### config.mk
export PLATFORM = sky130hd
export DESIGN_NAME = fpsa_ram
export DESIGN_NICKNAME = d
export VERILOG_FILES = /design/src/fpsa_ram.sv
export SDC_FILE = /design/constraint.sdc
export NUM_CORES = 1
export LEC_CHECK = 0
export BUFFER_PORTS_ARGS = -buffer_cell sky130_fd_sc_hd__buf_2
export CORE_ASPECT_RATIO = 1.4
export CORE_MARGIN = 10
export CORE_UTILIZATION = 29
export CTS_CLUSTER_SIZE = 8
export DETAILED_ROUTE_END_ITERATION = 7
export HOLD_SLACK_MARGIN = 0.03
export PLACE_DENSITY = 0.54
export SLEW_MARGIN = 25
export SYNTH_ARGS = -nofsm -noshare
export SYNTH_HDL_FRONTEND = slang
export SYNTH_SLANG_ARGS = --single-unit
### constraint.sdc
create_clock -name clk -period 2.6 [get_ports clk]
set_input_delay 0.65 -clock clk [delete_from_list [all_inputs] [get_ports clk]]
set_output_delay 0.65 -clock clk [all_outputs]
set_load 0.02 [all_outputs]
### src/fpsa_ram.sv
// fpsa_ram: generic simple dual-port ram with registered read
`default_nettype none
module fpsa_ram #(
  parameter int WIDTH = 8,
  parameter int DEPTH = 16
) (
  input  wire logic                     clk,
  input  wire logic                     we,
  input  wire logic [$clog2(DEPTH)-1:0] waddr,
  input  wire logic [WIDTH-1:0]         wdata,
  input  wire logic [$clog2(DEPTH)-1:0] raddr,
  output logic      [WIDTH-1:0]         rdata
);

  logic [WIDTH-1:0] mem [DEPTH];

  // write port
  always_ff @(posedge clk) begin
    if (we) begin
      mem[waddr] <= wdata;
    end
  end

  // registered read port
  always_ff @(posedge clk) begin
    rdata <= mem[raddr];
  end

endmodule
`default_nettype wire
# Yosys cells after proc, flatten, opt, wreduce, memory -nomap -nowiden

Memories as Yosys holds them, arrays and structs flattened. A register that Yosys moved wholly into a read port is not among the register bits.
Cells that the tools add are included.

Register bits after elaboration: 0
Bits in latches: 0
Memory bits (writable): 128
Bits in read-only memories: 0
Input bits: 18
Output and inout port bits: 8
Word-level logic and storage cells: 3
Memories: 1

Memory list:

| name | words | bits a word | rd ports | clocked after Yosys merged registers in | wr ports | RTL line | RTL |
|---|---|---|---|---|---|---|---|
| mem  | 16    | 8           | 1        | 1                                       | 1        | 15       | `logic [WIDTH-1:0] mem [DEPTH];` |

Add/subtract/negate cells: 0
$mul: 0
Div/mod/pow operators: 0
Magnitude comparators: 0
Eq/ne operators: 0
Shifts and indexed selects: 0
Mux-type cells: 2
Bitwise operators: 0
Reductions and logical operators: 0

Operator list:

| kind   | count |
|---|---|
| $mux 1 | 2 |

# Depth between registers and ports, before layout

Depth in word-level cells: 2
Depth in mapped cells: 5
Depth with buffers taken out: 3

# Worst setup path after synthesis

No wires, ideal clock.

Path kind: input to register
Start: input waddr[2]
End: memory mem[0][0], enable pin
Library setup time: 383 ps
Arrival time: 1760 ps
Required time: 2217 ps
Path slack: 457 ps
Cell stages on the path: 2
Path buffers: 0
Cell sequence: or3b_2 nor3_1

RTL lines:

| what            | RTL line | RTL |
|---|---|---|
| start, declared | 9        | `input wire logic [$clog2(DEPTH)-1:0] waddr,` |
| end, declared   | 15       |  |

Straight into the memory's write port.

==> metrics.md <==
| Metric | Value |
|---|---|
| CTS root buf | clkbuf_16 |
| Die area | ~24000 um^2 |
| P&R area growth vs syn | 22.0% |
| Final worst-path setup slack | slightly below 800 ps |
| Max-cap check violation count | 0 |
| Final period utilization | 0.701 |
| CTS tree | built |
| Register area share after synthesis | 0.778 |
| # diodes | 0 |
| Commonest cells in the synthesized netlist | edfxtp_1 (128), mux4_2 (18), a22oi_1 (16) |
| Share of the synthesized area in the top cell type | 0.747 |
| Number of global-route vias before repair | 2591 |
| #FFs+latches synth | around 140 |
| Mapped Area | 5150 um^2 |
| First-pass GRT wire length | 16200 um |
| Fmax | about 0.55 GHz |
| Worst slew pin tran | around 430 ps |
| Layout cells sized above 1 | 0.321 |
| Synth Area in Compound Gates | 0.0233 |
| LEAKAGE | 0.00211 uW |
| Post-synthesis mux area share | 0.150 |
| Cell count after synthesis | roughly 230 |
| Most common cell in the netlist | edfxtp_1 |
| Initial Util | 0.296 |
| Min cycle time layout | between 1500 and 2000 ps |
| Critical Path RT | around 2900 ps |
| Crit path capture type | flop |
| Global route total overflow | 0 |
| Hold buffer count at cts | 0 |
| Clock transition at the registers of the reported paths | around 60 ps |
| Largest family of logic cells by synthesized area | multiplexers |
| IO buf count | 25 |
| Worst reg-to-reg setup slack | roughly 1100 ps |
| Final Power | 5210 uW |
| Final setup fails | 0 |
| Die Width | about 130 um |
| Hold Crit Depth | 1 |
| Status | finished clean |
| Top-level port count | 26 |
| RePlAce Congestion | 0.715 |
| Pin count of the biggest net entering global routing | 33 |
| 1st-iter DRT viols | around 210 |
| Vias | around 2400 |
| Unique masters post-synth | 19 |
| Worst vdd ir | roughly 0.38 mV |
| GRT Util Overall | 0.0946 |
| Crit Reg-Reg Endpoint | rdata[0] |
| Xor/xnor share of the synthesized area | 0 |
| RSZ-0062 raised after global routing | no |
| Worst Hold Launch | wdata[3] |
| Async SR Flop Fraction | 0 |
| Number of warning messages in the yosys log | 0 |
| DP Worst Slack | roughly 340 ps |
| TritonCTS Buffers | 17 |
| Vias per cell | 4.49 |
| Wire per inst | about 20 um |
| Rel. slew slack | 0.713 |
| Pwr Density | around 830 nW/um^2 |
| Crit Path Class | primary input to flop |
| Drt first pass iters | 4 |
| Worst Path Arrival | 2110 ps |
| Leading area contributor after synthesis | edfxtp_1 |
| Clock Path Buffers | 2 |
| Final antenna-violating net count | 0 |
| H-tree Lvls | 4 |
| Top_reg_cell synth | edfxtp_1 |
| Worst hold path type | primary input to flop |
| Sink of the worst hold path | mem[15][3] |
| Post-route DRC | 0 |
| Post-CTS resize count | 0 |
| Clk_lat worst skew | around 410 ps |
| Nets | between 300 and 400 |
| Synthesized net count | about 250 |
| Worst Reg-to-Reg Cells | 3 |
| CORE AREA | about 17000 um^2 |
| R2R Path Start | mem[1][0] |
| CP Max Fanout | 32 |
| Fin. max-slew vios | 0 |
| Post-synth EDFFs | 128 |
| Num rows | 57 |
| # Post-CTS Setup Buffers | 0 |
| Syn Area/Cell | roughly 22 um^2 |
| Setup Skew | about 5.8 ps |
| Final hold viol count | 0 |
| Post-synthesis simple-gate area fraction | 0.0318 |
| Antenna violations before repair | 0 |
| CP Launch Type | primary input |
| Total negative slack | 0 ps |
| Post-Route WL | roughly 11000 um |
| Adder-cell share of the synthesized area | 0 |
| Die Span Y | 178 um |
| CTS sink count | about 140 |
| Synth top area cells | edfxtp_1 (75%), mux4_2 (7.9%), mux4_1 (7.1%) |
==> kinds of logic after synthesis <==
family | Yosys count
AOI/OAI and AO/OA | 16
muxes | 32
DFF | 136
and+or+nand+nor | 35
buffers and inverters | 10
==> power breakdown <==
part	total (uW)	internal, uW	switching [uW]
sequential	2470	2450	16.4
combinational	245	99.7	145
clock	2500	1610	893
total	5210	4160	1050
==> cells in the final DEF (no fill, tap or decap), types with 3 or more instances in the layout <==
master,n
edfxtp_1,128
buf_2,25
mux4_2,18
buf_4,18
clkbuf_16,17
a22oi_1,16
mux4_1,14
nor2_1,13
nand2_1,9
dfxtp_1,8
nor3_1,4
bufinv_16,4
inv_6,3
clkinv_2,3
clkinv_4,3
==> worst max-delay path: stages <==
cell     delay [ps]
buf_2           100
buf_12          260
mux4_1          600
a22oi_1         390
nand2_1          90
==> through the flow <==
| stage | instances | util | hold WS (ps) | area, um^2 |
|---|---|---|---|---|
| 2_1_floorplan | 229 | - | 629 | 5150 |
| 3_3_place_gp | 500 | 0.325 | 646 | 5660 |
| 3_5_place_dp | 500 | 0.325 | 669 | 5660 |
| 4_1_cts | 532 | 0.361 | 619 | 6280 |
| 5_1_grt | 532 | 0.361 | 635 | 6280 |
| 6_report | 532 | 0.361 | 628 | 6280 |
==> flip-flops by register name (all words and copies together), names as in the netlist <==
| name | count |
|---|---|
| mem | 128 |
| rdata | 8 |
==> metal layers <==
layer,up-vias,global-route usage,wire length [um]
met5,-,0,0
met4,0,0.0372,130
met3,7,0.0280,409
met2,51,0.152,5300
met1,1250,0.118,4800
li1,1080,-,-
==> layout make-up <==
class | count | area [um^2]
Clock buffer | 17 | 425
Clock inverter | 15 | 199
Fill cell | 1642 | 11100
Multi-Input combinational cell | 83 | 1060
Sequential cell | 136 | 4000
Tap cell | 236 | 295
Timing Repair Buffer | 45 | 300
==> worst max-delay path by stage <==
stage             start   endpoint  slack (ps)  depth (start not counted)
3_3_place_gp   raddr[0]   rdata[0]         330                          5
4_1_cts        raddr[0]   rdata[0]         770                          5
6_report       raddr[0]   rdata[0]         780                          5
5_1_grt        raddr[0]   rdata[0]         740                          5
3_5_place_dp   raddr[0]   rdata[0]         340                          5
2_1_floorplan  waddr[2]  mem[0][0]         460                          2
Note: power is estimated with default switching activity, not from simulation.
